<file path="src/rtl/cst_pkg.sv">
// shared types and constants for the count and sum segment tree
package cst_pkg;

  localparam int unsigned LEAF_COUNT_W = 11;
  localparam int unsigned POS_W        = 10;
  localparam int unsigned VAL_W        = 32;
  localparam int unsigned CNT_W        = 32;
  localparam int unsigned SUM_W        = 64;

  localparam logic [LEAF_COUNT_W-1:0] LEAF_COUNT_RST = 11'd1024;

  localparam logic REQ_UPDATE = 1'b0;
  localparam logic REQ_QUERY  = 1'b1;

  typedef struct packed {
    logic [CNT_W-1:0] cnt;
    logic [SUM_W-1:0] sum;
  } node_t;

  typedef struct packed {
    logic we;
    logic re;
  } mem_ctl_t;

endpackage

</file>
<file path="src/rtl/cst_alu.sv">
// shared adder for node counts and sums
module cst_alu (
  input  cst_pkg::node_t a_i,
  input  cst_pkg::node_t b_i,
  output cst_pkg::node_t res_o
);
  import cst_pkg::*;

  assign res_o.cnt = a_i.cnt + b_i.cnt;
  assign res_o.sum = a_i.sum + b_i.sum;

endmodule

</file>
<file path="config.mk">
export PLATFORM = sky130hd
export DESIGN_NAME = cst_alu
export DESIGN_NICKNAME = d
export VERILOG_FILES = /design/src/rtl/cst_pkg.sv /design/src/rtl/cst_alu.sv
export SDC_FILE = /design/constraint.sdc
export NUM_CORES = 1
export LEC_CHECK = 0
export ABC_AREA = 1
export BUFFER_PORTS_ARGS = -buffer_cell sky130_fd_sc_hd__buf_2
export CORE_MARGIN = 2
export CORE_UTILIZATION = 48
export DETAILED_ROUTE_END_ITERATION = 6
export PLACE_DENSITY_LB_ADDON = 0.1
export SLEW_MARGIN = 20
export SYNTH_ARGS = -nofsm -noshare
export SYNTH_HDL_FRONTEND = slang
export SYNTH_SLANG_ARGS = --single-unit
</file>
<file path="constraint.sdc">
create_clock -name vclk -period 1.4
set_input_delay 0 -clock vclk [all_inputs]
set_output_delay 0 -clock vclk [all_outputs]
set_load 0.01 [all_outputs]
</file>
==> flow_metrics.tcl, run 1 <==
set metrics [dict create \
    outcome "did not finish" \
    stop_stage "5_1_grt" \
    error "[ERROR DPL-0038] Utilization greater than 100%, impossible to legalize" \
    die_y_um 132 \
    worst_endpoint_kind "top-level output" \
    yosys_warnings 0 \
    yosys.area.top_type "nand2_1" \
    synth_cells 1635 \
    port_buffers 288 \
    synth_top_area_share 0.331 \
    place_hpwl_mm 26.7 \
    ctsHoldBuffers 0 \
    die_w_um 132 \
    initial_utilization 0.493 \
    syn_avg_cell_area_sq_um 4.81 \
    synth_area_leaders "nand2_1 33%, inv_1 16%, ha_1 15%" \
    crit_endpoint "res_o[50]" \
    rows 46 \
    yosysUniqueCellTypes 27 \
    syn_nets 1923 \
    globalplace.congestion 0.976 \
    ys_seq_area_frac 0 \
    grt_max_degree 6 \
    top_level_ports 288 \
    netlist_area_sq_um 7870 \
]
synth_stat cells (3+ instances only):
cell	count
ha_1	94
o21a_1	4
o21ai_0	23
nor2_2	26
xnor2_1	3
nand3_2	10
nor3_1	15
o21bai_1	4
nor3_2	4
nand3b_1	3
a21oi_1	80
nand2_1	694
inv_2	6
nor2_1	137
xor2_1	49
a21o_1	3
nand3_1	76
inv_1	341
nand4_1	16
nand2_2	37
timing repair:
action,4_1_cts
pin swaps,182
setup buffers,42
cloned,0
setup endpoints to repair,82
resized for setup,557
per-stage QoR:
step / utilization / instance area [sq um] / setup slack, ns / cells / setup TNS (ns)
after floorplan: - / 7870 / 0.00233 / 1635 / 0
after global placement: 0.689 / 11000 / -0.388 / 2326 / -16.79
after detailed placement: 0.689 / 11000 / -0.367 / 2326 / -19.34
after CTS: 0.875 / 14000 / -0.249 / 2364 / -7.20
kinds of logic after synthesis:
kind of cell | share of synthesized area
AND/OR/NAND/NOR | 0.544
buffers and inverters | 0.167
AO/OA/AOI/OAI | 0.0770
adder cells (fa/ha/maj) | 0.155
XOR/XNOR | 0.0579
==> run 2: changes to the inputs <==
--- a/config.mk
+++ b/config.mk
@@ -8,9 +8,9 @@
 export ABC_AREA = 1
 export BUFFER_PORTS_ARGS = -buffer_cell sky130_fd_sc_hd__buf_2
 export CORE_MARGIN = 2
-export CORE_UTILIZATION = 48
+export CORE_UTILIZATION = 40
 export DETAILED_ROUTE_END_ITERATION = 6
-export PLACE_DENSITY_LB_ADDON = 0.1
+export PLACE_DENSITY_LB_ADDON = 0.15
 export SLEW_MARGIN = 20
 export SYNTH_ARGS = -nofsm -noshare
 export SYNTH_HDL_FRONTEND = slang
==> constraint.sdc (replaced) <==
create_clock -name vclk -period 1.8
set_input_delay 0 -clock vclk [all_inputs]
set_output_delay 0 -clock vclk [all_outputs]
set_load 0.01 [all_outputs]
==> flow_metrics.tcl, run 2 <==
set metrics [dict create \
    yosys.area.top_type "nand2_1" \
    clockPowerShare 0 \
    fin_tns_setup_ns 0 \
    critPathMaxStageDelay_ns 0.39 \
    fin_nets 2259 \
    setup_viol 0 \
    syn_nets 1923 \
    finalMaxSlewViolations 0 \
    synth_area_leaders "nand2_1 33%, inv_1 16%, ha_1 15%" \
    ys_seq_area_frac 0 \
    grt_max_degree 8 \
    antenna_cells 0 \
    final_layout_size_suffix_gt1_frac 0.275 \
    globalplace.congestion 0.972 \
    cap_violations 0 \
    post_cts.repair.setup_buffers 0 \
    fin_area_sq_um 10500 \
    dpl-instance-area_sq_um 9990 \
    post-route-period-util 0.944 \
    ctsHoldBuffers 0 \
    p_leak_uw 0.00662 \
    end_kind "primary output" \
    yosysUniqueCellTypes 27 \
    relSlewSlack 0.748 \
    peakVddDrop_v 0.000153 \
    layout_commonest_cell "nand2_1" \
    required_ns 1.80 \
    netlist_area_sq_um 7870 \
    slowest_stage "ha_2" \
    drc 0 \
    p_int_uw 1480 \
    port_buffers 288 \
    total_power_uw 3840 \
    top_level_ports 288 \
    outcome "finished clean" \
    fmax_mhz 589 \
    drtPass1Iterations 5 \
    vias_per_cell 4.70 \
    rsz0062_at_grt "true" \
    grt_pass1_wl_mm 44.7 \
    coreArea_sq_um 19400 \
    tightest_slew_ns 0.374 \
    hold_violations 0 \
    place_hpwl_mm 26.4 \
    clock_buffers 0 \
    die_w_um 144 \
    yosys_warnings 0 \
    syn2layout_area_growth_pct 33.1 \
    power.share.sequential 0 \
    die_area_sq_um 20800 \
    fin_crit_ns 1.70 \
    yosysMostFrequentCell "nand2_1" \
    switching_share 0.615 \
    switchingPower_uw 2360 \
    grt-ovfl-total 0 \
    die_y_um 144 \
    antenna_found_initial 0 \
    crit_family "simple AND/OR/NAND/NOR gates" \
    worstPathArrival_ns 1.70 \
    crit_chain "buf_2 -> ha_2 -> nand2_2 -> nor2_4 -> nand2_1 -> inv_1 -> nand2_2 -> nand2_2 -> nand2_2 -> nand2_2 -> xor2_1 -> buf_2" \
    power_density_nw_per_um2 366 \
    grt_pass1_vias 9439 \
    wl_mm 29.2 \
    drt_iter0_drc 482 \
    initial_utilization 0.406 \
    seq_area_sq_um 0 \
    fill_cells 2186 \
    final_cell_mix "668 x nand2_1, 340 x inv_1, 288 x buf_2" \
    hp-class "input pin to primary output" \
    synth_top_area_share 0.331 \
    track_usage 0.266 \
    cp_common_cell "nand2_2" \
    critPathKind "input pin to primary output" \
    vias 10500 \
    combPwrFrac 1.000 \
    ant_nets 0 \
    worst_setup_path_start_kind "input pin" \
    syn_avg_cell_area_sq_um 4.81 \
    synth_cells 1635 \
    rows 51 \
    design.seq.count 0 \
    drt-wirelength-per-cell_um 13.1 \
    cp_max_fo 4 \
    path_buf_inv 3 \
    synthTopCellsByCount "694 x nand2_1, 341 x inv_1, 137 x nor2_1, 94 x ha_1, 80 x a21oi_1" \
]
==> run 2: final timing paths <==
| path | startpoint | end | depth (start not counted) |
|---|---|---|---|
| max | b_i[9] | res_o[31] | 12 |
| min | b_i[0] | res_o[0] | 3 |
==> run 2: layer usage <==
metal | wire, um | part of all wire | global-route usage
met1 | 12700 | 0.43 | 0.331
met2 | 13900 | 0.48 | 0.496
met3 | 1560 | 0.053 | 0.0103
met4 | 1060 | 0.036 | 0.0797
met5 | 0 | 0 | 0
==> run 2: kinds of logic (layout without fill, tap and decap cells) <==
| kind of cell | after synthesis | in the layout | synth area share |
|---|---|---|---|
| and+or+nand+nor | 1023 | 1023 | 0.544 |
| AOI/OAI and AO/OA | 115 | 115 | 0.0770 |
| xor gates and xnor gates | 52 | 52 | 0.0579 |
| buffers and inverters | 349 | 683 | 0.167 |
| adders and majority gates | 96 | 96 | 0.155 |
==> run 2: area by class of cell <==
cell class,instances,area [sq um],area share
Tap cell,265,332,0.0317
Inverter,349,1310,0.125
Multi-Input combinational cell,1286,7050,0.673
Timing Repair Buffer,334,1790,0.171
==> run 2: power groups by stage <==
| stage | Clock [uW] | Combinational (uW) | Sequential, uW |
|---|---|---|---|
| 2_1_floorplan | 0 | 2230 | 0 |
| 3_3_place_gp | 0 | 3630 | 0 |
| 3_5_place_dp | 0 | 3640 | 0 |
| 4_1_cts | 0 | 3650 | 0 |
| 5_1_grt | 0 | 4270 | 0 |
| 6_report | 0 | 3840 | 0 |
==> run 2: what timing repair did <==
item / in CTS / in global routing
cloned: 0 / 0
endpoints found under the setup margin: 1 / 53
gates resized for setup: 1 / 142
pin swaps: 0 / 10
==> run 2: stage by stage <==
| step | setup WS [ns] | std cells | hold slack [ns] | util |
|---|---|---|---|---|
| 3_3_place_gp | 0.0195 | 2234 | 0.295 | 0.515 |
| 2_1_floorplan | 0.339 | 1635 | 0.140 | - |
| 6_report | 0.102 | 2234 | 0.321 | 0.540 |
| 5_1_grt | -0.0392 | 2234 | 0.338 | 0.540 |
| 3_5_place_dp | -0.00296 | 2234 | 0.304 | 0.515 |
| 4_1_cts | 0.00764 | 2234 | 0.304 | 0.515 |
==> run 2: worst min-delay path, delay by kind of cell <==
| family | cells | cell delay, ns |
|---|---|---|
| buffers and inverters | 2 | 0.20 |
| adder cells (fa/ha/maj) | 1 | 0.13 |
No activity file was read; power rests on OpenSTA's default activity.
==> run 3: changes to the inputs <==
--- a/config.mk
+++ b/config.mk
@@ -11,6 +11,7 @@
 export CORE_UTILIZATION = 40
 export DETAILED_ROUTE_END_ITERATION = 6
 export PLACE_DENSITY_LB_ADDON = 0.15
+export RECOVER_POWER = 50
 export SLEW_MARGIN = 20
 export SYNTH_ARGS = -nofsm -noshare
 export SYNTH_HDL_FRONTEND = slang
==> constraint.sdc (replaced) <==
create_clock -name vclk -period 1.8
set_input_delay 0.09 -clock vclk [all_inputs]
set_output_delay 0.09 -clock vclk [all_outputs]
set_load 0.01 [all_outputs]
==> flow_metrics.tcl, run 3 (synthesis results as in run 2) <==
set metrics [dict create \
    die_area_sq_um 20800 \
    syn2layout_area_growth_pct 63.3 \
    drt-wirelength-per-cell_um 13.9 \
    finalWorstSetupSlack_ns -0.0112 \
    outcome "complete, but fails checks" \
    initial_utilization 0.406 \
    required_ns 1.71 \
    peakVddDrop_v 0.000177 \
    tightest_slew_ns 0.332 \
    hp-class "input pin to primary output" \
    grt_pass1_wl_mm 46.5 \
    crit_chain "buf_6 -> ha_4 -> fa_2 -> nand3_2 -> nand3_4 -> nand2_2 -> nand2_4 -> nand2_2 -> nand2_2 -> nand2_2 -> nand2_4 -> nand2_2 -> nand2_1 -> nand2_1 -> nand2_1 -> buf_2" \
    critPathMaxStageDelay_ns 0.36 \
    worstPathArrival_ns 1.72 \
    design.seq.count 0 \
    port_buffers 288 \
    slowest_stage "fa_2" \
    top_level_ports 288 \
    fin_crit_ns 1.81 \
    rsz0062_at_grt "true" \
    final_cell_mix "590 x nand2_1, 333 x inv_1, 250 x buf_2" \
    ant_nets 0 \
    coreArea_sq_um 19400 \
    die_y_um 144 \
    worst_setup_path_start_kind "input pin" \
    final_layout_size_suffix_gt1_frac 0.394 \
    drc 0 \
    seq_area_sq_um 0 \
    die_w_um 144 \
    clock_buffers 0 \
    antenna_found_initial 0 \
    place_hpwl_mm 27.1 \
    finalMaxSlewViolations 0 \
    relSlewSlack 0.776 \
    vias 11300 \
    grt_max_degree 8 \
    vias_per_cell 4.82 \
    drtPass1Iterations 5 \
    ctsHoldBuffers 0 \
    grt_pass1_vias 10100 \
    violations "setup timing" \
    drt_iter0_drc 519 \
    fin_tns_setup_ns -0.0252 \
    fin_area_sq_um 12800 \
    end_kind "primary output" \
    cap_violations 0 \
    layout_commonest_cell "nand2_1" \
    p_leak_uw 0.00740 \
    cp_common_cell "nand2_2" \
    globalplace.congestion 0.973 \
    cp_max_fo 4 \
    fin_util 0.662 \
    antenna_cells 0 \
    fin_nets 2369 \
    fmax_mhz 552 \
    rows 51 \
    setup_viol 4 \
    dpl-instance-area_sq_um 10700 \
    hold_depth 3 \
    hold_violations 0 \
    power_density_nw_per_um2 374 \
    track_usage 0.278 \
    post-route-period-util 1.01 \
    critPathKind "input pin to primary output" \
    wl_mm 32.6 \
    grt-ovfl-total 0 \
]
-- run 3: cell count changes in the layout (fill, tap and decap cells not counted), sizes merged --
cell	change
buf	+87
inv	+1
clkinv	-1
clkbuf	+23
-- run 3: area by class of cell --
cell class	count	area [sq um]
fill	1906	6550
inverter	349	1310
multi-input combinational	1286	8510
tap	265	332
timing repair buffer	444	2690
-- run 3: metal layers --
metal,vias to the layer above,GRT usage,wire [um]
li1,5852,-,-
met1,4986,0.340,13700
met2,368,0.525,15900
met3,88,0.00828,1430
met4,0,0.0889,1590
met5,-,0,0
-- run 3: worst paths after layout --
| kind | to | start | slack (ns) |
|---|---|---|---|
| setup / recovery | res_o[44] | b_i[0] | -0.01 |
| hold / removal | res_o[64] | a_i[64] | 0.50 |
-- run 3: per-stage QoR --
| stage | setup slack [ns] | instances | total power, uW | hold WS [ns] |
|---|---|---|---|---|
| CTS | -0.0102 | 2332 | 4170 | 0.474 |
| finish | -0.0112 | 2344 | 4810 | 0.502 |
| floorplan | 0.159 | 1635 | 2230 | 0.320 |
| detailed placement | -0.222 | 2329 | 3930 | 0.482 |
| global placement | -0.166 | 2329 | 3910 | 0.475 |
| global route | -0.103 | 2344 | 5250 | 0.516 |
-- run 3: what timing repair did --
item / in CTS / in global routing
pin swaps: 14 / 73
gates resized for setup: 127 / 322
cloned: 0 / 0
endpoints found under the setup margin: 65 / 70
setup buffers: 3 / 12
-- run 3: worst max-delay path: cells and delay by family --
family | cells | cell delay, ns
buf+inv | 2 | 0.23
simple gates | 12 | 0.90
fa+ha+maj | 2 | 0.51
-- run 3: where the power goes --
part / internal (uW) / switching [uW] / leakage [uW] / total (uW)
combinational: 2060 / 2750 / 0.00740 / 4810
sequential: 0 / 0 / 0 / 0
clock: 0 / 0 / 0 / 0
total: 2060 / 2750 / 0.00740 / 4810
==> run 4: changes to the inputs <==
--- a/config.mk
+++ b/config.mk
@@ -7,8 +7,9 @@
 export LEC_CHECK = 0
 export ABC_AREA = 1
 export BUFFER_PORTS_ARGS = -buffer_cell sky130_fd_sc_hd__buf_2
-export CORE_MARGIN = 2
-export CORE_UTILIZATION = 40
+export CELL_PAD_IN_SITES_DETAIL_PLACEMENT = 0
+export CELL_PAD_IN_SITES_GLOBAL_PLACEMENT = 1
+export CORE_UTILIZATION = 33
 export DETAILED_ROUTE_END_ITERATION = 6
 export PLACE_DENSITY_LB_ADDON = 0.15
 export RECOVER_POWER = 50
==> flow_metrics.tcl, run 4 (synthesis results as in run 2) <==
set metrics [dict create \
    worstPathArrival_ns 1.73 \
    rsz0062_at_grt "true" \
    rows 56 \
    required_ns 1.71 \
    p_leak_uw 0.00770 \
    final_layout_size_suffix_gt1_frac 0.426 \
    end_kind "primary output" \
    design.seq.count 0 \
    die_w_um 156 \
    use_met2 0.484 \
    syn2layout_area_growth_pct 72.7 \
    fmax_mhz 549 \
    drt-wirelength-per-cell_um 14.2 \
    grt_pass1_vias 10200 \
    vias 11200 \
    total_power_uw 5080 \
    relSlewSlack 0.723 \
    top_usage_layer "met2" \
    vias_per_cell 4.61 \
    min_to "res_o[0]" \
    setup_viol 6 \
    grt_pass1_wl_mm 51.0 \
    finalWorstSetupSlack_ns -0.0228 \
    fin_crit_ns 1.82 \
    post-route-period-util 1.01 \
    track_usage 0.263 \
    critPathKind "input pin to primary output" \
    use_met1 0.337 \
    die_y_um 156 \
    die_area_sq_um 24500 \
    antenna_found_initial 0 \
    wl_mm 34.6 \
    cap_violations 0 \
    antenna_cells 0 \
    grt_util_met3 0.0114 \
    worst_setup_path_start_kind "input pin" \
    fin_nets 2410 \
    cp_max_fo 3 \
    ctsHoldBuffers 0 \
    violations "setup timing" \
    drtPass1Iterations 5 \
    grt_max_degree 8 \
    outcome "complete, but fails checks" \
    final_cell_mix "562 x nand2_1, 327 x inv_1, 253 x buf_2" \
    port_buffers 288 \
    drt_iter0_drc 415 \
    layout_commonest_cell "nand2_1" \
    place_hpwl_mm 29.7 \
    power_density_nw_per_um2 374 \
    finalMaxSlewViolations 0 \
    seq_area_sq_um 0 \
    tightest_slew_ns 0.412 \
    drc 0 \
    top_level_ports 288 \
    grt-ovfl-total 0 \
    coreArea_sq_um 23400 \
    ant_nets 0 \
    globalplace.congestion 1.02 \
    hold_depth 3 \
    peakVddDrop_v 0.000184 \
    whs_ns 0.503 \
    initial_utilization 0.336 \
    clock_buffers 0 \
    hp-class "input pin to primary output" \
    hold_violations 0 \
    min_from "b_i[0]" \
]
run 4: cell count changes in the layout (fill, tap and decap cells not counted), sizes merged:
cell and change:
clkinv +1, inv -1, clkbuf -3, buf +44
run 4: how the worst max path moves through the flow:
stage / slack (ns) / end / startpoint / cells after the start
2_1_floorplan: 0.16 / res_o[60] / a_i[0] / 14
3_5_place_dp: -0.22 / res_o[60] / a_i[0] / 16
3_3_place_gp: -0.18 / res_o[18] / a_i[0] / 11
5_1_grt: -0.12 / res_o[44] / a_i[0] / 16
6_report: -0.02 / res_o[18] / a_i[0] / 12
4_1_cts: -0.05 / res_o[62] / a_i[0] / 16
run 4: worst max-delay path: stages:
cell     delay [ns]
buf_6          0.10
ha_4           0.15
fa_2           0.35
buf_4          0.15
buf_6          0.11
nand3_2        0.08
nand3_4        0.10
nand2_4        0.08
nand2_4        0.07
buf_4          0.14
xor2_1         0.15
buf_2          0.16
run 4: through the flow:
step	cells	setup TNS, ns	cell area (sq um)	util	worst slack, ns
after floorplan	1635	0	7870	-	0.159
after global placement	2412	-5.91	11000	0.470	-0.182
after detailed placement	2412	-6.97	11000	0.470	-0.223
after CTS	2417	-0.176	11900	0.509	-0.0506
after global routing	2439	-2.20	13600	0.581	-0.122
final	2439	-0.0886	13600	0.581	-0.0228
run 4: repair_timing:
item                                    4_1_cts  5_1_grt
resized for setup                           174      356
hold endpoints to repair                      0        0
setup buffers                                 5       22
pin swaps                                    24       97
endpoints found under the setup margin       68       71
run 4: where the power goes:
part | switching (uW) | internal [uW] | total [uW]
Clock | 0 | 0 | 0
Combinational | 2860 | 2220 | 5080
Sequential | 0 | 0 | 0
run 4: per-layer routing:
metal | share of wire | wire [um]
met5 | 0 | 0
met4 | 0.025 | 863
met3 | 0.042 | 1440
met2 | 0.49 | 16900
met1 | 0.44 | 15300
run 4: final cells by class:
type / count / area [sq um]
Timing Repair Buffer: 485 / 3030
Inverter: 349 / 1310
Fill cell: 2476 / 9810
Tap cell: 319 / 399
Multi-Input combinational cell: 1286 / 8850
