File: config.mk
export PLATFORM = sky130hd
export DESIGN_NAME = cst_ctrl_flat
export DESIGN_NICKNAME = d
export VERILOG_FILES = /design/src/rtl/cst_pkg.sv /design/src/rtl/cst_if.sv /design/src/rtl/cst_ctrl.sv /design/src/flat_wrapper.sv
export SDC_FILE = /design/constraint.sdc
export NUM_CORES = 1
export LEC_CHECK = 0
export ABC_AREA = 1
export BUFFER_PORTS_ARGS = -buffer_cell sky130_fd_sc_hd__buf_4
export CAP_MARGIN = 20
export CORE_AREA = 2 2 303 305
export DETAILED_ROUTE_END_ITERATION = 10
export DIE_AREA = 0 0 305 307
export PLACE_DENSITY_LB_ADDON = 0.2
export SLEW_MARGIN = 20
export SYNTH_ARGS = -nofsm -noshare
export SYNTH_HDL_FRONTEND = slang
export SYNTH_SLANG_ARGS = --single-unit
File: constraint.sdc
create_clock -name clk_i -period 5.5 [get_ports clk_i]
set_input_delay 0.825 -clock clk_i [delete_from_list [all_inputs] [get_ports clk_i]]
set_output_delay 0.825 -clock clk_i [all_outputs]
set_load 0.1 [all_outputs]
File: src/rtl/cst_pkg.sv
// shared types and constants for the count and sum segment tree
package cst_pkg;

  localparam int unsigned LEAF_COUNT_W = 11;
  localparam int unsigned POS_W        = 10;
  localparam int unsigned VAL_W        = 32;
  localparam int unsigned CNT_W        = 32;
  localparam int unsigned SUM_W        = 64;

  localparam logic [LEAF_COUNT_W-1:0] LEAF_COUNT_RST = 11'd1024;

  localparam logic REQ_UPDATE = 1'b0;
  localparam logic REQ_QUERY  = 1'b1;

  typedef struct packed {
    logic [CNT_W-1:0] cnt;
    logic [SUM_W-1:0] sum;
  } node_t;

  typedef struct packed {
    logic we;
    logic re;
  } mem_ctl_t;

endpackage

File: src/rtl/cst_if.sv
// request, response and configuration channel interfaces
interface cst_req_if;
  import cst_pkg::*;
  logic                    valid;
  logic                    ready;
  logic                    req_type;
  logic [POS_W-1:0]        position_lo;
  logic [POS_W-1:0]        position_hi;
  logic signed [VAL_W-1:0] add_value;

  modport source (output valid, req_type, position_lo, position_hi, add_value, input ready);
  modport sink   (input valid, req_type, position_lo, position_hi, add_value, output ready);
endinterface

interface cst_rsp_if;
  import cst_pkg::*;
  logic                    valid;
  logic                    ready;
  logic [CNT_W-1:0]        range_count;
  logic signed [SUM_W-1:0] range_sum;

  modport source (output valid, range_count, range_sum, input ready);
  modport sink   (input valid, range_count, range_sum, output ready);
endinterface

interface cst_cfg_if;
  import cst_pkg::*;
  logic                    valid;
  logic                    ready;
  logic [LEAF_COUNT_W-1:0] leaf_count;

  modport source (output valid, leaf_count, input ready);
  modport sink   (input valid, leaf_count, output ready);
endinterface

File: src/rtl/cst_ctrl.sv
// sequencer for clearing, tree updates and range queries
module cst_ctrl #(
  parameter int unsigned MAX_LEAVES = 1024
) (
  input  logic                                clk_i,
  input  logic                                rst_ni,
  cst_req_if.sink                             req_i,
  cst_rsp_if.source                           rsp_o,
  cst_cfg_if.sink                             cfg_i,
  output cst_pkg::mem_ctl_t                   mem_ctl_o,
  output logic [$clog2(2*MAX_LEAVES)-1:0]     mem_waddr_o,
  output cst_pkg::node_t                      mem_wdata_o,
  output logic [$clog2(2*MAX_LEAVES)-1:0]     mem_raddr0_o,
  output logic [$clog2(2*MAX_LEAVES)-1:0]     mem_raddr1_o,
  input  cst_pkg::node_t                      mem_rdata0_i,
  input  cst_pkg::node_t                      mem_rdata1_i,
  output cst_pkg::node_t                      alu_a_o,
  output cst_pkg::node_t                      alu_b_o,
  input  cst_pkg::node_t                      alu_res_i
);
  import cst_pkg::*;

  localparam int unsigned DEPTH = 2 * MAX_LEAVES;
  localparam int unsigned AW    = $clog2(DEPTH);
  localparam int unsigned CW    = AW + 1;
  localparam int unsigned KW    = (CW > LEAF_COUNT_W) ? CW : LEAF_COUNT_W;

  typedef enum logic [2:0] {
    S_CLEAR,
    S_IDLE,
    S_U_LEAF,
    S_U_UP,
    S_Q_ISSUE,
    S_Q_ADDA,
    S_Q_ADDB,
    S_Q_DONE
  } state_e;

  state_e                  state_q;
  logic [AW-1:0]           clr_q;
  logic [LEAF_COUNT_W-1:0] lc_q;
  logic [AW-1:0]           p_q;
  logic [CW-1:0]           a_q;
  logic [CW-1:0]           b_q;
  logic                    tka_q;
  logic                    tkb_q;
  node_t                   cur_q;
  node_t                   acc_q;
  logic signed [VAL_W-1:0] delta_q;
  logic                    rsp_valid_q;
  logic [CNT_W-1:0]        rsp_cnt_q;
  logic [SUM_W-1:0]        rsp_sum_q;

  logic [KW-1:0] lc_ext;
  logic [KW-1:0] max_ext;
  logic [KW-1:0] n_eff;
  logic [KW-1:0] lo_ext;
  logic [KW-1:0] hi_ext;
  logic [KW-1:0] hi_clamp;
  logic [KW-1:0] lo_node;
  logic [KW-1:0] hi_node;
  logic          upd_ok;
  logic          q_empty;
  logic          accept;
  logic          rsp_free;
  logic          take_a;
  logic          take_b;
  logic [CW-1:0] a_nx;
  logic [CW-1:0] b_nx;
  logic          walk_more;
  logic          walk_last;

  // effective leaf count and node numbers of the request
  always_comb begin
    lc_ext  = KW'(lc_q);
    max_ext = KW'(MAX_LEAVES);
    if (lc_ext == '0) begin
      n_eff = KW'(1);
    end else if (lc_ext > max_ext) begin
      n_eff = max_ext;
    end else begin
      n_eff = lc_ext;
    end
    lo_ext   = KW'(req_i.position_lo);
    hi_ext   = KW'(req_i.position_hi);
    hi_clamp = (hi_ext >= n_eff) ? (n_eff - KW'(1)) : hi_ext;
    lo_node  = lo_ext + n_eff;
    hi_node  = hi_clamp + n_eff;
    upd_ok   = lo_ext < n_eff;
    q_empty  = lo_ext > hi_clamp;
  end

  // one level of the bottom-up range walk
  always_comb begin
    take_a    = a_q[0];
    take_b    = ~b_q[0];
    a_nx      = (a_q + CW'(take_a)) >> 1;
    b_nx      = (b_q - CW'(take_b)) >> 1;
    walk_more = a_q <= b_q;
    walk_last = (p_q >> 1) == '0;
  end

  assign req_i.ready       = (state_q == S_IDLE);
  assign accept            = req_i.valid && req_i.ready;
  assign rsp_free          = !rsp_valid_q || rsp_o.ready;
  assign cfg_i.ready       = 1'b1;
  assign rsp_o.valid       = rsp_valid_q;
  assign rsp_o.range_count = rsp_cnt_q;
  assign rsp_o.range_sum   = rsp_sum_q;

  always_comb begin
    mem_ctl_o    = '0;
    mem_waddr_o  = p_q;
    mem_wdata_o  = alu_res_i;
    mem_raddr0_o = a_q[AW-1:0];
    mem_raddr1_o = b_q[AW-1:0];
    alu_a_o      = acc_q;
    alu_b_o      = '0;
    unique case (state_q)
      S_CLEAR: begin
        mem_ctl_o.we = 1'b1;
        mem_waddr_o  = clr_q;
        mem_wdata_o  = '0;
      end
      S_IDLE: begin
        if (accept && req_i.req_type == REQ_UPDATE && upd_ok) begin
          mem_ctl_o.re = 1'b1;
          mem_raddr0_o = lo_node[AW-1:0];
        end
      end
      S_U_LEAF: begin
        alu_a_o      = mem_rdata0_i;
        alu_b_o.cnt  = CNT_W'(1);
        alu_b_o.sum  = SUM_W'(delta_q);
        mem_ctl_o.we = 1'b1;
        mem_ctl_o.re = !walk_last;
        mem_raddr0_o = p_q ^ AW'(1);
      end
      S_U_UP: begin
        alu_a_o      = cur_q;
        alu_b_o      = mem_rdata0_i;
        mem_ctl_o.we = 1'b1;
        mem_ctl_o.re = !walk_last;
        mem_raddr0_o = p_q ^ AW'(1);
      end
      S_Q_ISSUE: begin
        mem_ctl_o.re = 1'b1;
      end
      S_Q_ADDA: begin
        alu_b_o = tka_q ? mem_rdata0_i : '0;
      end
      S_Q_ADDB: begin
        alu_b_o      = tkb_q ? mem_rdata1_i : '0;
        mem_ctl_o.re = walk_more;
      end
      S_Q_DONE: begin
        mem_ctl_o = '0;
      end
      default: begin
        mem_ctl_o = '0;
      end
    endcase
  end

  always_ff @(posedge clk_i or negedge rst_ni) begin
    if (!rst_ni) begin
      state_q     <= S_CLEAR;
      clr_q       <= '0;
      lc_q        <= LEAF_COUNT_RST;
      p_q         <= '0;
      a_q         <= '0;
      b_q         <= '0;
      tka_q       <= 1'b0;
      tkb_q       <= 1'b0;
      cur_q       <= '0;
      acc_q       <= '0;
      delta_q     <= '0;
      rsp_valid_q <= 1'b0;
      rsp_cnt_q   <= '0;
      rsp_sum_q   <= '0;
    end else begin
      if (cfg_i.valid) begin
        lc_q <= cfg_i.leaf_count;
      end
      if (rsp_valid_q && rsp_o.ready && state_q != S_Q_DONE) begin
        rsp_valid_q <= 1'b0;
      end
      unique case (state_q)
        S_CLEAR: begin
          clr_q <= clr_q + AW'(1);
          if (clr_q == AW'(DEPTH - 1)) begin
            state_q <= S_IDLE;
          end
        end
        S_IDLE: begin
          if (accept) begin
            if (req_i.req_type == REQ_UPDATE) begin
              delta_q <= req_i.add_value;
              p_q     <= lo_node[AW-1:0];
              if (upd_ok) begin
                state_q <= S_U_LEAF;
              end
            end else begin
              acc_q   <= '0;
              a_q     <= lo_node[CW-1:0];
              b_q     <= hi_node[CW-1:0];
              state_q <= q_empty ? S_Q_DONE : S_Q_ISSUE;
            end
          end
        end
        S_U_LEAF, S_U_UP: begin
          cur_q <= alu_res_i;
          if (walk_last) begin
            state_q <= S_IDLE;
          end else begin
            p_q     <= p_q >> 1;
            state_q <= S_U_UP;
          end
        end
        S_Q_ISSUE: begin
          tka_q   <= take_a;
          tkb_q   <= take_b;
          a_q     <= a_nx;
          b_q     <= b_nx;
          state_q <= S_Q_ADDA;
        end
        S_Q_ADDA: begin
          acc_q   <= alu_res_i;
          state_q <= S_Q_ADDB;
        end
        S_Q_ADDB: begin
          acc_q <= alu_res_i;
          if (walk_more) begin
            tka_q   <= take_a;
            tkb_q   <= take_b;
            a_q     <= a_nx;
            b_q     <= b_nx;
            state_q <= S_Q_ADDA;
          end else begin
            state_q <= S_Q_DONE;
          end
        end
        S_Q_DONE: begin
          if (rsp_free) begin
            rsp_valid_q <= 1'b1;
            rsp_cnt_q   <= acc_q.cnt;
            rsp_sum_q   <= acc_q.sum;
            state_q     <= S_IDLE;
          end
        end
        default: begin
          state_q <= S_IDLE;
        end
      endcase
    end
  end

  a_no_write_in_query: assert property (@(posedge clk_i) disable iff (!rst_ni)
    (state_q == S_Q_ISSUE || state_q == S_Q_ADDA || state_q == S_Q_ADDB ||
     state_q == S_Q_DONE) |-> !mem_ctl_o.we)
    else $error("node store written during a range query");

  a_walk_below_root: assert property (@(posedge clk_i) disable iff (!rst_ni)
    (state_q == S_U_UP) |-> (p_q != '0))
    else $error("update walk went past the root");

  a_rsp_from_done: assert property (@(posedge clk_i) disable iff (!rst_ni)
    $rose(rsp_valid_q) |-> $past(state_q == S_Q_DONE))
    else $error("response raised outside query completion");

  a_adda_order: assert property (@(posedge clk_i) disable iff (!rst_ni)
    (state_q == S_Q_ADDA) |-> ($past(state_q) == S_Q_ISSUE || $past(state_q) == S_Q_ADDB))
    else $error("query accumulate entered out of order");

endmodule

File: src/flat_wrapper.sv
// flat-port wrapper written by rule: the top's interface ports become plain ports
module cst_ctrl_flat import cst_pkg::*;
#(
  parameter int unsigned MAX_LEAVES = 1024
)
  (clk_i, rst_ni, mem_ctl_o, mem_waddr_o, mem_wdata_o, mem_raddr0_o, mem_raddr1_o, mem_rdata0_i, mem_rdata1_i, alu_a_o, alu_b_o, alu_res_i, req_i_valid, req_i_req_type, req_i_position_lo, req_i_position_hi, req_i_add_value, req_i_ready, rsp_o_valid, rsp_o_range_count, rsp_o_range_sum, rsp_o_ready, cfg_i_valid, cfg_i_leaf_count, cfg_i_ready);
  cst_req_if req_i_i ();
  cst_rsp_if rsp_o_i ();
  cst_cfg_if cfg_i_i ();
  input  logic clk_i;
  input  logic rst_ni;
  output cst_pkg::mem_ctl_t mem_ctl_o;
  output logic [$clog2(2*MAX_LEAVES)-1:0] mem_waddr_o;
  output cst_pkg::node_t mem_wdata_o;
  output logic [$clog2(2*MAX_LEAVES)-1:0] mem_raddr0_o;
  output logic [$clog2(2*MAX_LEAVES)-1:0] mem_raddr1_o;
  input  cst_pkg::node_t mem_rdata0_i;
  input  cst_pkg::node_t mem_rdata1_i;
  output cst_pkg::node_t alu_a_o;
  output cst_pkg::node_t alu_b_o;
  input  cst_pkg::node_t alu_res_i;
  input wire logic [$bits(req_i_i.valid)-1:0] req_i_valid;
  input wire logic [$bits(req_i_i.req_type)-1:0] req_i_req_type;
  input wire logic [$bits(req_i_i.position_lo)-1:0] req_i_position_lo;
  input wire logic [$bits(req_i_i.position_hi)-1:0] req_i_position_hi;
  input wire logic [$bits(req_i_i.add_value)-1:0] req_i_add_value;
  output wire logic [$bits(req_i_i.ready)-1:0] req_i_ready;
  output wire logic [$bits(rsp_o_i.valid)-1:0] rsp_o_valid;
  output wire logic [$bits(rsp_o_i.range_count)-1:0] rsp_o_range_count;
  output wire logic [$bits(rsp_o_i.range_sum)-1:0] rsp_o_range_sum;
  input wire logic [$bits(rsp_o_i.ready)-1:0] rsp_o_ready;
  input wire logic [$bits(cfg_i_i.valid)-1:0] cfg_i_valid;
  input wire logic [$bits(cfg_i_i.leaf_count)-1:0] cfg_i_leaf_count;
  output wire logic [$bits(cfg_i_i.ready)-1:0] cfg_i_ready;
  assign req_i_i.valid = req_i_valid;
  assign req_i_i.req_type = req_i_req_type;
  assign req_i_i.position_lo = req_i_position_lo;
  assign req_i_i.position_hi = req_i_position_hi;
  assign req_i_i.add_value = req_i_add_value;
  assign req_i_ready = req_i_i.ready;
  assign rsp_o_valid = rsp_o_i.valid;
  assign rsp_o_range_count = rsp_o_i.range_count;
  assign rsp_o_range_sum = rsp_o_i.range_sum;
  assign rsp_o_i.ready = rsp_o_ready;
  assign cfg_i_i.valid = cfg_i_valid;
  assign cfg_i_i.leaf_count = cfg_i_leaf_count;
  assign cfg_i_ready = cfg_i_i.ready;
  cst_ctrl #(.MAX_LEAVES(MAX_LEAVES)) u_core (.clk_i(clk_i), .rst_ni(rst_ni), .req_i(req_i_i), .rsp_o(rsp_o_i), .cfg_i(cfg_i_i), .mem_ctl_o(mem_ctl_o), .mem_waddr_o(mem_waddr_o), .mem_wdata_o(mem_wdata_o), .mem_raddr0_o(mem_raddr0_o), .mem_raddr1_o(mem_raddr1_o), .mem_rdata0_i(mem_rdata0_i), .mem_rdata1_i(mem_rdata1_i), .alu_a_o(alu_a_o), .alu_b_o(alu_b_o), .alu_res_i(alu_res_i));
endmodule
==> reports/qor.json <==
{
  "outcome": {"value": "finished clean"},
  "timing.critical_path.required": {"value": 4.68, "unit": "ns"},
  "hold_class": {"value": "primary input to async pin"},
  "worst_path_largest_cell_delay": {"value": 0.63, "unit": "ns"},
  "nets": {"value": 3867},
  "cp_common_cell": {"value": "sky130_fd_sc_hd__nand2_1"},
  "cts_tree": {"value": "built"},
  "critical_path_class": {"value": "flop to primary output"},
  "seq_area_frac_synth": {"value": 45.3, "unit": "%"},
  "n_fill_cell": {"value": 9933},
  "grt_setup_unrepaired": {"value": "no"},
  "grt_pass1_vias": {"value": 21300},
  "slew_violations": {"value": 0},
  "peak_fanout_along_the_critical_path": {"value": 15},
  "tightest_slew": {"value": 0.994, "unit": "ns"},
  "cp-end-kind": {"value": "primary output"},
  "ys_ff_latch": {"value": 383},
  "area_delta_synth_final": {"value": 40.6, "unit": "%"},
  "syn_avg_cell_area": {"value": 7.68, "unit": "sq um"},
  "worst_setup_hold_path_clk_slew": {"value": 0.06, "unit": "ns"},
  "cts-root-buf": {"value": "sky130_fd_sc_hd__clkbuf_16"},
  "layout.cells.most_common_list": {"value": "sky130_fd_sc_hd__buf_4, sky130_fd_sc_hd__nand2_1, sky130_fd_sc_hd__inv_1"},
  "ys_warn_count": {"value": 0},
  "final_antenna_net_count": {"value": 0},
  "synth_top_flop_cell": {"value": "sky130_fd_sc_hd__dfrtp_1"},
  "coreArea": {"value": 90700, "unit": "sq um"},
  "report.final.hold_viol_count": {"value": 0},
  "setup_viol": {"value": 0},
  "synth_edf_count": {"value": 0},
  "cp_slowest_cell": {"value": "sky130_fd_sc_hd__dfstp_2"},
  "timing.max_slew.rel_slack": {"value": 33.7, "unit": "%"},
  "critPathArrivalTime": {"value": 4.09, "unit": "ns"},
  "first_pass_iters": {"value": 6},
  "congestion_overflow_gr": {"value": 0},
  "cap_viol_max_count": {"value": 0},
  "ctsHtreeMaxLevel": {"value": 2},
  "drt-initial-drc-count": {"value": 1601},
  "die_h": {"value": 307, "unit": "um"},
  "ys_types": {"value": 50},
  "post_route_cells_drive_above_1_share": {"value": 26.6, "unit": "%"},
  "top_level_ports": {"value": 779},
  "grt_antenna_before_repair": {"value": 7},
  "placementRows": {"value": 111},
  "layout.cells.most_common": {"value": "sky130_fd_sc_hd__buf_4"},
  "synth.net_count": {"value": 3181},
  "post-route-drc-count": {"value": 0},
  "portBuffers": {"value": 777},
  "grt_pass1_wl": {"value": 154000, "unit": "um"},
  "maxClockFrequency": {"value": 204, "unit": "MHz"},
  "gr-usage-all-layers": {"value": 22.4, "unit": "%"},
  "detailedPlacementHpwl": {"value": 82400, "unit": "um"},
  "clock_tree.buffer_depth": {"value": 3},
  "synth_area": {"value": 21200, "unit": "sq um"},
  "clock_sinks": {"value": 383},
  "wl_per_cell": {"value": 23.4, "unit": "um"},
  "via_per_inst": {"value": 4.71},
  "routabilityCongestion": {"value": 0.892},
  "path_cells": {"value": "inv_2 -> o21bai_1 -> nand2_1 -> inv_1 -> ha_1 -> fa_1 -> a31o_2 -> xor2_1 -> a21oi_1 -> o21ai_0 -> nand2_1 -> buf_4"},
  "clock_skew": {"value": 0.0191, "unit": "ns"},
  "fp.dieArea": {"value": 93600, "unit": "sq um"},
  "die_w": {"value": 305, "unit": "um"},
  "post-cts-setup-buffers": {"value": 0},
  "finalWirelength": {"value": 109000, "unit": "um"},
  "via_total_after_detailed_routing": {"value": 22000},
  "postSynthCellCount": {"value": 2755},
  "number_of_buffers_created_by_cts": {"value": 48},
  "min_tclk_post_route": {"value": 4.91, "unit": "ns"},
  "startpoint_type": {"value": "flop"},
  "cts_repair_resize_count": {"value": 0},
  "grt_start_max_net_pins": {"value": 120},
  "cts.hold.buffers_added": {"value": 0},
  "post-route-period-util": {"value": 89.3, "unit": "%"},
  "insertion_delay": {"value": 0.60, "unit": "ns"},
  "initial_utilization": {"value": 23.3, "unit": "%"},
  "asyncSetResetFlopFracSynth": {"value": 100, "unit": "%"},
  "final.setup.tns": {"value": 0, "unit": "ns"}
}
[routing by layer]
metal	GRT usage [%]	up-vias	wire length, um
met5	0	-	46
met4	8.08	6	4010
met3	4.13	146	6710
met2	37.7	807	52300
met1	28.6	10600	46000
li1	-	10400	-
[cell usage after synthesis, drive strengths merged, types with 5 or more instances]
cell / number / area share [%]
nand3: 79 / 1.9
a22oi: 34 / 1.2
o22ai: 97 / 2.9
nand2: 710 / 13
inv: 398 / 7.1
nor2: 186 / 3.5
a21oi: 51 / 1.2
a22o: 10 / 0.41
mux2: 6 / 0.32
a31oi: 5 / 0.15
o21ai: 339 / 8.0
o221ai: 69 / 2.9
clkbuf: 125 / 2.2
o211ai: 55 / 2.0
ha: 67 / 4.0
dfrtp: 382 / 45
or2: 7 / 0.21
xor2: 25 / 1.0
buf: 45 / 1.2
nor3: 17 / 0.40
nand4: 17 / 0.50
[flip-flops by register name, summed over array words and instances (netlist names)]
register                  count
u_core.a_q                   12
u_core.acc_q                 96
u_core.b_q                   12
u_core.clr_q                 11
u_core.cur_q                 96
u_core.delta_q               32
u_core.lc_q                  11
u_core.p_q                   11
u_core.rsp_o.range_count     32
u_core.rsp_o.range_sum       64
u_core.rsp_o.valid            1
u_core.state_q                3
u_core.tka_q                  1
u_core.tkb_q                  1
[through the flow]
step | std cells | setup slack (ns) | util, % | hold slack [ns] | instance area, sq um
floorplan | 2755 | 0.448 | - | 0.442 | 21200
global placement | 4577 | 1.00 | 31.0 | 0.456 | 28100
detailed placement | 4577 | 0.985 | 31.0 | 0.459 | 28100
CTS | 4663 | 0.599 | 32.8 | 0.173 | 29700
global route | 4664 | 0.256 | 32.8 | 0.206 | 29800
finish | 4665 | 0.590 | 32.8 | 0.185 | 29800
[logic make-up after synthesis]
logic type | Yosys count | share of synthesized area [%]
simple gates | 1022 | 19.3
compound gates | 678 | 19.4
buf+inv | 569 | 10.5
flops | 383 | 45.3
fa+ha+maj | 69 | 4.15
xor+xnor | 27 | 1.12
mux | 6 | 0.319
other cells | 1 | 0.0177
[layout make-up]
class,instances,area [sq um],area share (%)
flip-flops and latches,383,9590,32.2
multi-input cells,1803,9390,31.6
repair buffers,806,6150,20.7
inverters,399,1510,5.08
well taps,1186,1480,4.99
clock buffers,70,1410,4.75
clock inverters,16,215,0.723
diodes,2,5.00,0.0168
[worst max-delay path: cells and delay by family, from the launching register on]
family | cells | cell delay, ns
compound gates | 4 | 0.74
xor+xnor | 1 | 0.48
fa+ha+maj | 2 | 0.81
buf+inv | 3 | 0.55
flops | 1 | 0.63
simple gates | 2 | 0.26
[path summary, 6_finish.rpt]
| kind | start | end | slack, ns | depth (start not counted) |
|---|---|---|---|---|
| max in group asynchronous | rst_ni | u_core.rsp_o.range_count[8] | 4.13 | 2 |
| setup reg to reg | u_core.lc_q[10] | u_core.b_q[8] | 0.91 | 21 |
| min in group clk_i | req_i_add_value[16] | u_core.delta_q[16] | 0.42 | 3 |
| hold reg to reg | u_core.delta_q[7] | u_core.delta_q[7] | 0.47 | 2 |
| setup / recovery | u_core.lc_q[10] | mem_raddr0_o[4] | 0.59 | 12 |
| hold / removal | rst_ni | u_core.delta_q[15] | 0.19 | 1 |
Power is left out: the tool's default activity adds up to more than one toggle a clock period on the data nets, which glitch-free logic cannot reach.
